### src/sv/gds_pkg.sv
`timescale 1ns / 1ps
// ---------------------------------------------------------------------------
// gds_pkg
// Shared types and constants for the grid derivative stencil.
// ---------------------------------------------------------------------------
package gds_pkg;

    localparam int SAMPLE_BITS = 32;
    localparam int DIFF_BITS   = SAMPLE_BITS + 4;   // four-term sums, negated
    localparam int COORD_BITS  = 10;
    localparam int RES_BITS    = 64;
    localparam int CFG_BITS    = 11;
    localparam int WIN_SIZE    = 9;

    localparam logic [0:0] REG_FRAME_WIDTH  = 1'b0;
    localparam logic [0:0] REG_FRAME_HEIGHT = 1'b1;

    typedef enum logic [2:0] {
        ST_IDLE,
        ST_READ,
        ST_SCAN,
        ST_MUL,
        ST_OUT
    } state_t;

    typedef struct packed {
        logic accept;   // take a sample, issue line store read
        logic load;     // write line stores, shift window, build point mask
        logic pick;     // select next point, form differences
        logic mul;      // scale differences into output register
    } cmd_t;

    typedef struct packed {
        logic pend;     // points left to emit
        logic sent;     // output request taken
    } sts_t;

endpackage

### src/sv/gds_ctrl.sv
`timescale 1ns / 1ps
// ---------------------------------------------------------------------------
// gds_ctrl
// Sequencer: one sample at a time, then its pending points one by one.
// ---------------------------------------------------------------------------
module gds_ctrl
    import gds_pkg::*;
(
    input  logic aclk,
    input  logic aresetn,
    input  logic s_tvalid,
    output logic s_tready,
    input  sts_t sts,
    output cmd_t cmd
);

    state_t state_reg, state_next;

    always_ff @(posedge aclk) begin
        if (!aresetn) begin
            state_reg <= ST_IDLE;
        end else begin
            state_reg <= state_next;
        end
    end

    always_comb begin
        state_next = state_reg;
        cmd        = '0;
        s_tready   = 1'b0;
        case (state_reg)
            ST_IDLE: begin
                s_tready = 1'b1;
                if (s_tvalid) begin
                    cmd.accept = 1'b1;
                    state_next = ST_READ;
                end
            end
            ST_READ: begin
                cmd.load   = 1'b1;
                state_next = ST_SCAN;
            end
            ST_SCAN: begin
                if (sts.pend) begin
                    cmd.pick   = 1'b1;
                    state_next = ST_MUL;
                end else begin
                    state_next = ST_IDLE;
                end
            end
            ST_MUL: begin
                cmd.mul    = 1'b1;
                state_next = ST_OUT;
            end
            ST_OUT: begin
                if (sts.sent) begin
                    state_next = ST_SCAN;
                end
            end
            default: state_next = ST_IDLE;
        endcase
    end

endmodule

### config.mk
export PLATFORM = sky130hd
export DESIGN_NAME = gds_ctrl
export DESIGN_NICKNAME = d
export VERILOG_FILES = /design/src/sv/gds_pkg.sv /design/src/sv/gds_ctrl.sv
export SDC_FILE = /design/constraint.sdc
export NUM_CORES = 1
export LEC_CHECK = 0
export BUFFER_PORTS_ARGS = -buffer_cell sky130_fd_sc_hd__buf_2
export CORE_AREA = 2 2 39 41
export DETAILED_ROUTE_END_ITERATION = 16
export DIE_AREA = 0 0 41 43
export GPL_TIMING_DRIVEN = 0
export PLACE_DENSITY = 0.35
export SETUP_SLACK_MARGIN = 0.3
export SKIP_LAST_GASP = 1
export SLEW_MARGIN = 20
export SYNTH_ARGS = -nofsm -noshare
export SYNTH_HDL_FRONTEND = slang
export SYNTH_SLANG_ARGS = --single-unit
export TNS_END_PERCENT = 50
### constraint.sdc
create_clock -name aclk -period 1.23 [get_ports aclk]
set_input_delay 0.123 -clock aclk [delete_from_list [all_inputs] [get_ports aclk]]
set_output_delay 0.123 -clock aclk [all_outputs]
set_load 0.02 [all_outputs]
==> results of run 1 <==
## cell families after synthesis
family,after synthesis,share of synthesized area (%)
AO/OA/AOI/OAI,5,23.4
AND/OR/NAND/NOR,9,31.1
flip-flops,3,28.7
buffers and inverters,3,12.6
XOR/XNOR,1,4.19
## power by group through the flow
stage                     clock, W  combinational (W)  sequential [W]
after global routing      0.000202           0.000209        0.000121
final                     0.000171           0.000195        0.000119
after floorplan                  0           0.000127        0.000118
after global placement           0           0.000164        0.000120
after detailed placement         0           0.000163        0.000120
after CTS                 0.000180           0.000178        0.000118
## cell type report
type	instances	area [um^2]	share of cell area [%]
Buffer	2	22.5	5.68
Multi-Input combinational cell	15	159	40.1
Sequential cell	3	63.8	16.1
Clock buffer	4	26.3	6.62
Tap cell	16	20.0	5.05
Timing Repair Buffer	14	101	25.6
Inverter	1	3.75	0.946
## per-layer routing
layer / global-route usage (%) / wire length (um) / part of all wire, % / up-vias
li1: - / - / - / 111
met1: 8.71 / 242 / 43 / 110
met2: 10.3 / 286 / 51 / 8
met3: 6.28 / 34 / 6.0 / 0
met4: 8.00 / 0 / 0 / 0
met5: 0 / 0 / 0 / -
## repair_timing
item                       CTS  global route
pin swaps                    2             2
buffers inserted             3             2
resized for setup            6             2
gates cloned                 0             0
setup endpoints to repair    7             8
## path summary, 6_finish.rpt
check | from | endpoint | slack, ns
worst min register to register | state_reg[1] | state_reg[0] | 0.65
worst max-delay path | state_reg[2] | cmd[3] | -0.04
worst max register to register | state_reg[0] | state_reg[1] | 0.08
worst min-delay path | aresetn | state_reg[1] | 0.16
## worst max-delay path, cell delays in order (launching register included)
cell,delay [ns]
dfxtp_1,0.30
buf_6,0.13
nor3_4,0.21
and2_4,0.17
buf_6,0.11
## stage by stage
| stage | cells | util (%) | instance area, um^2 | power (W) | setup WS [ns] |
|---|---|---|---|---|---|
| 2_1_floorplan | 21 | - | 235 | 0.000245 | 0.139 |
| 3_3_place_gp | 46 | 21.7 | 300 | 0.000285 | 0.142 |
| 3_5_place_dp | 46 | 21.7 | 300 | 0.000284 | 0.155 |
| 4_1_cts | 53 | 26.5 | 367 | 0.000475 | -0.0568 |
| 5_1_grt | 55 | 28.7 | 397 | 0.000532 | -0.107 |
| 6_report | 55 | 28.7 | 397 | 0.000485 | -0.0445 |
==> impl_metrics.tcl, run 1 <==
set metrics [dict create \
    drt_iter0_drc 6 \
    fillers 152 \
    p_sw_w 0.000156 \
    path_max_fanout 6 \
    power.internal_w 0.000329 \
    hold_depth 3 \
    die-width_um 41 \
    final_nets 45 \
    cap_violations 0 \
    setup_violations 2 \
    worstSkewPairLatency_ns 0.23 \
    tightest_slew_ns 0.272 \
    mostFrequentLayoutCells "6 x buf_2, 5 x buf_6, 5 x buf_4" \
    yosys_warnings 0 \
    combinationalPowerShare_pct 40.2 \
    synth_top_area_share_pct 28.7 \
    portBuffers 9 \
    netlist_top_cells_area "dfxtp_1 29%, buf_6 11%, o41ai_2 7.8%" \
    post_route_cells_drive_above_1_share_pct 69.2 \
    synthCells 21 \
    fin_crit_sh_pct 104 \
    critPathKind "flop to output pin" \
    antenna_left 0 \
    cts.sinks 3 \
    ir_drop_v 0.000431 \
    hold_buffers 0 \
    dp_hpwl_um 348 \
    power_density_nw_per_um2 1220 \
    clock_path_buffers 2 \
    synth.avg_cell_area_um2 9.95 \
    rsz0062_at_grt "yes" \
    setup-tns-final_ns -0.0674 \
    drt_wl_total_um 563 \
    detailedRoute.firstPassIterationCount 2 \
    coreArea_um2 1380 \
    num_io_pins 10 \
    grt_max_degree 9 \
    cts.clk_slew.worst_paths_ns 0.04 \
    crit_arrival_ns 1.15 \
    antenna_found_initial 0 \
    final_hold_viol_count 0 \
    yosysMostFrequentCell "dfxtp_1" \
    pwr-share-seq_pct 24.6 \
    fin_skew_ns 0.00328 \
    power_frac_clock_pct 35.2 \
    cp-start-kind "flop" \
    htree_levels 1 \
    synth_top_area_cell "dfxtp_1" \
    initial_core_util_pct 15.1 \
    cts_root_buf "clkbuf_4" \
    finalCriticalPeriod_ns 1.27 \
    synth_ff_type "dfxtp_1" \
    ys_types 17 \
    fmax_mhz 785 \
    syn_nets 26 \
    layout_setup_ws_ns -0.0445 \
    final_common_cell "buf_2" \
    crit_path_end_kind "output pin" \
    yosys-top-cells-count "3 x dfxtp_1, 2 x buf_6, 2 x nor2_1" \
    grt_pass1_wl_um 897 \
    synth_area_um2 209 \
    diodes 0 \
    rows 14 \
    cts_buffers 3 \
    cts_tree "built" \
    violations "setup timing" \
    via_per_inst 4.16 \
    reg2reg_depth 5 \
    die_area_um2 1760 \
    holdWs_ns 0.160 \
    largest_reg_flops 3 \
    async_flop_share_pct 0 \
    synth-edff-count 0 \
    ys_ff_latch 3 \
    remaining_drc_errors 0 \
    netSwitchingFraction_pct 32.1 \
    grt_pass1_vias 224 \
    grt_use_total_pct 8.44 \
    vias 229 \
    area_delta_synth_final_pct 89.8 \
    post_drt_wl_per_cell_um 10.2 \
    hp-class "input port to flop" \
    cp.required_ns 1.11 \
    final_max_slew_viol_count 0 \
    ys_seq_area_share_pct 28.7 \
    status "finished with violations" \
    max-slew-margin-rel_pct 81.6 \
    p_leak_nw 0.170 \
    chipHeight_um 43 \
    overflow 0 \
    place_congestion 0.658 \
]
(Power assumes the default switching activity.)
==> inputs of run 2 (changes only) <==
--- a/config.mk
+++ b/config.mk
@@ -7,10 +7,12 @@
 export LEC_CHECK = 0
 export BUFFER_PORTS_ARGS = -buffer_cell sky130_fd_sc_hd__buf_2
 export CORE_AREA = 2 2 39 41
+export CTS_CLUSTER_SIZE = 8
 export DETAILED_ROUTE_END_ITERATION = 16
 export DIE_AREA = 0 0 41 43
 export GPL_TIMING_DRIVEN = 0
 export PLACE_DENSITY = 0.35
+export REMOVE_ABC_BUFFERS = 1
 export SETUP_SLACK_MARGIN = 0.3
 export SKIP_LAST_GASP = 1
 export SLEW_MARGIN = 20
==> constraint.sdc (replaced) <==
create_clock -name aclk -period 1.23 [get_ports aclk]
set_input_delay 0 -clock aclk [delete_from_list [all_inputs] [get_ports aclk]]
set_output_delay 0 -clock aclk [all_outputs]
set_load 0.02 [all_outputs]
==> impl_metrics.tcl, run 2 (synthesis results as in run 1) <==
set metrics [dict create \
    hold_buffers 0 \
    grt.met2_usage_pct 10.3 \
    portBuffers 9 \
    grt_pass1_vias 219 \
    drt_iter0_drc 1 \
    initial_core_util_pct 15.1 \
    chipHeight_um 43 \
    final_nets 44 \
    final_hold_viol_count 0 \
    drt_wl_total_um 545 \
    met1_usage_pct 8.01 \
    power_density_nw_per_um2 1320 \
    coreArea_um2 1380 \
    tightest_slew_ns 0.342 \
    crit_arrival_ns 1.08 \
    fillers 161 \
    power_frac_clock_pct 34.3 \
    cp-start-kind "flop" \
    cts_buffers 3 \
    cts.sinks 3 \
    status "finished, final reports clean" \
    die-width_um 41 \
    path_max_fanout 9 \
    remaining_drc_errors 0 \
    fin_skew_ns 0.000903 \
    grt_use_met3_pct 3.14 \
    fmax_mhz 929 \
    rows 14 \
    power.internal_w 0.000339 \
    total_power_w 0.000486 \
    netSwitchingFraction_pct 30.4 \
    largest_reg_flops 3 \
    die_area_um2 1760 \
    hp-class "input port to flop" \
    dp_hpwl_um 361 \
    post_route_cells_drive_above_1_share_pct 71.1 \
    pwr-share-seq_pct 27.0 \
    p_sw_w 0.000148 \
    crit_path_end_kind "output pin" \
    final_common_cell "buf_4" \
    pre_cts_slack_ns 0.148 \
    place_congestion 0.611 \
    setup_violations 0 \
    grt_pass1_wl_um 814 \
    overflow 0 \
    ir_drop_v 0.000408 \
    p_leak_nw 0.166 \
    htree_levels 1 \
    max-slew-margin-rel_pct 76.9 \
    grt_max_degree 10 \
    grt_use_total_pct 7.02 \
    critPathKind "flop to output pin" \
    fin_crit_sh_pct 87.5 \
    antenna_found_initial 0 \
    seqCellArea_um2 71.3 \
    busiest_layer "met2" \
    diodes 0 \
    combinationalPowerShare_pct 38.7 \
    layout_setup_ws_ns 0.154 \
    hold_depth 2 \
    detailedRoute.firstPassIterationCount 3 \
    cts_root_buf "clkbuf_4" \
    clock_path_buffers 2 \
    multiInputGateArea_um2 135 \
    mostFrequentLayoutCells "7 x buf_4, 5 x buf_2, 3 x clkbuf_4, 3 x buf_6, 3 x dfxtp_4" \
    finalCriticalPeriod_ns 1.08 \
    setup-tns-final_ns 0 \
    via_per_inst 4.17 \
    rsz0062_at_grt "yes" \
    cap_violations 0 \
    antenna_left 0 \
    cts.clk_slew.worst_paths_ns 0.03 \
    cts_tree "built" \
    final_max_slew_viol_count 0 \
    reg2reg_depth 3 \
    post_drt_wl_per_cell_um 10.1 \
    cp.required_ns 1.23 \
    num_io_pins 10 \
    worstSkewPairLatency_ns 0.23 \
    vias 225 \
    area_delta_synth_final_pct 76.0 \
]
==> run 2: changes by cell type in the layout (fill, tap and decap cells not counted), moves of 2 or more <==
cell	before	now
buf_4	5	7
buf_6	5	3
dfxtp_1	2	0
dfxtp_4	1	3
==> run 2: cell type report <==
| class | count | area share [%] |
|---|---|---|
| inverters | 1 | 1.02 |
| multi-input cells | 15 | 36.7 |
| flip-flops and latches | 3 | 19.4 |
| clock buffers | 4 | 7.14 |
| well taps | 16 | 5.44 |
| repair buffers | 15 | 30.3 |
==> run 2: what timing repair did <==
| action | 4_1_cts | 5_1_grt |
|---|---|---|
| pin swaps | 2 | 1 |
| resized for setup | 16 | 1 |
| buffers inserted | 6 | 0 |
| setup endpoints to repair | 8 | 8 |
==> run 2: critical path, stage by stage (launching register included) <==
cell,delay [ns]
dfxtp_4,0.38
and4bb_1,0.34
buf_6,0.14
==> run 2: worst paths after layout <==
check	startpoint	to	slack, ns
worst min-delay path	aresetn	state_reg[2]	0.008
worst max-delay path	state_reg[2]	cmd[1]	0.15
worst max register to register	state_reg[2]	state_reg[0]	0.18
worst min register to register	state_reg[2]	state_reg[0]	0.53
==> run 2: stage by stage <==
step                      util [%]  hold WS (ns)  area, um^2  instances
after global routing          26.6       0.00822         368         54
after floorplan                  -         0.118         186         19
after detailed placement      18.2         0.246         251         44
final                         26.6       0.00751         368         54
after CTS                     26.3       0.00300         364         54
after global placement        18.2         0.245         251         44
==> run 2: power by group through the flow <==
stage | registers, W | clock network, W | logic (W)
final | 0.000131 | 0.000167 | 0.000188
after CTS | 0.000130 | 0.000177 | 0.000187
after detailed placement | 0.000128 | 0 | 0.000114
after global routing | 0.000134 | 0.000181 | 0.000204
after global placement | 0.000128 | 0 | 0.000114
after floorplan | 0.000124 | 0 | 0.0000807
==> run 2: per-layer routing <==
layer / part of all wire [%] / vias up
met3: 11 / 0
met2: 48 / 10
li1: - / 113
met4: 0 / 0
met1: 41 / 102
met5: 0 / -
==> inputs of run 3 (changes only) <==
==> constraint.sdc (replaced) <==
create_clock -name aclk -period 1.23 [get_ports aclk]
set_input_delay 0.123 -clock aclk [delete_from_list [all_inputs] [get_ports aclk]]
set_output_delay 0.123 -clock aclk [all_outputs]
set_load 0.02 [all_outputs]
==> impl_metrics.tcl, run 3 (synthesis results as in run 1) <==
set metrics [dict create \
    cts.clk_slew.worst_paths_ns 0.03 \
    detailedRoute.firstPassIterationCount 2 \
    drt_wl_total_um 599 \
    grt_use_total_pct 7.53 \
    p_leak_nw 0.186 \
    initial_core_util_pct 15.1 \
    post_route_cells_drive_above_1_share_pct 74.4 \
    crit_path_end_kind "output pin" \
    crit_buf_inv 1 \
    grt.met2_usage_pct 10.6 \
    reg2reg_depth 5 \
    layout_setup_ws_ns 0.0483 \
    cp.required_ns 1.11 \
    critPathKind "flop to output pin" \
    cpPeakStageDelay_ns 0.37 \
    utilization_pct 29.7 \
    cp_slowest_cell "dfxtp_4" \
    overflow 0 \
    grt_max_degree 7 \
    clock_path_buffers 2 \
    die_area_um2 1760 \
    max-slew-margin-rel_pct 77.4 \
    via_per_inst 4.03 \
    portBuffers 9 \
    hold_depth 2 \
    largest_reg_flops 3 \
    busiest_layer "met2" \
    grt_use_met3_pct 3.14 \
    hp-class "input port to flop" \
    power_density_nw_per_um2 1250 \
    place_congestion 0.611 \
    netSwitchingFraction_pct 30.0 \
    chipHeight_um 43 \
    diodes 0 \
    final_hold_viol_count 0 \
    finalCriticalPeriod_ns 1.18 \
    place_inst 44 \
    path_depth 2 \
    worstPathCellList "and4bb_2 > buf_6" \
    p_sw_w 0.000154 \
    drt_iter0_drc 2 \
    grt_pass1_wl_um 883 \
    cp-start-kind "flop" \
    hold_buffers 0 \
    cts.sinks 3 \
    status "finished, final reports clean" \
    mostFrequentLayoutCells "10 x buf_4, 5 x buf_2, 4 x buf_6" \
    vias 238 \
    met1_usage_pct 9.32 \
    fin_crit_sh_pct 96.1 \
    post_drt_wl_per_cell_um 10.2 \
    final_max_slew_viol_count 0 \
    setup_violations 0 \
    antenna_found_initial 0 \
    cts_buffers 3 \
    die-width_um 41 \
    antenna_left 0 \
    cp_top_family "flip-flops" \
    coreArea_um2 1380 \
    rows 14 \
    combinationalPowerShare_pct 42.7 \
    setup-tns-final_ns 0 \
    cts_root_buf "clkbuf_4" \
    final_common_cell "buf_4" \
    power.internal_w 0.000360 \
    pwr-share-seq_pct 24.9 \
    num_io_pins 10 \
    worstSkewPairLatency_ns 0.23 \
    final_nets 49 \
    fin_skew_ns 0.00187 \
    fmax_mhz 846 \
    cts_tree "built" \
    dp_hpwl_um 361 \
    htree_levels 1 \
    pre_cts_slack_ns 0.0527 \
    ir_drop_v 0.000418 \
    holdWs_ns 0.131 \
    power_frac_clock_pct 32.5 \
    tightest_slew_ns 0.336 \
    rsz0062_at_grt "yes" \
    area_delta_synth_final_pct 97.0 \
    remaining_drc_errors 0 \
    stdcell_count 59 \
    grt_pass1_vias 227 \
    path_max_fanout 6 \
    crit_arrival_ns 1.06 \
    cap_violations 0 \
]
[run 3: final timing paths]
| kind | to | start | slack (ns) |
|---|---|---|---|
| setup reg to reg | state_reg[2] | state_reg[0] | 0.08 |
| hold / removal | state_reg[2] | aresetn | 0.13 |
| hold reg to reg | state_reg[0] | state_reg[1] | 0.66 |
| setup / recovery | cmd[1] | state_reg[2] | 0.05 |
[run 3: final cells by class]
type	count	area, um^2
flip-flops and latches	3	71.3
fillers	153	972
inverters	1	3.75
repair buffers	20	149
clock buffers	4	26.3
well taps	16	20.0
multi-input cells	15	141
[run 3: through the flow]
stage,area (um^2),total power (W)
after CTS,394,0.000509
after floorplan,186,0.000204
final,412,0.000514
after global placement,251,0.000241
after detailed placement,251,0.000242
after global routing,412,0.000547
[run 3: repair_timing]
action | CTS | global route
buffers inserted | 10 | 1
pin swaps | 4 | 1
gates resized for setup | 17 | 3
endpoints found under the setup margin | 8 | 8
[run 3: power groups by stage]
stage                     Combinational (W)  Clock [W]  Sequential [W]
after detailed placement           0.000114          0        0.000128
final                              0.000219   0.000167        0.000128
after global routing               0.000236   0.000181        0.000130
after CTS                          0.000204   0.000177        0.000127
after floorplan                   0.0000807          0        0.000124
after global placement             0.000114          0        0.000128
[run 3: per-layer routing]
layer / part of all wire [%] / vias up / wire length, um
met5: 0 / - / 0
met4: 0 / 0 / 0
met3: 8.7 / 0 / 52
met2: 52 / 10 / 310
met1: 39 / 107 / 236
li1: - / 121 / -
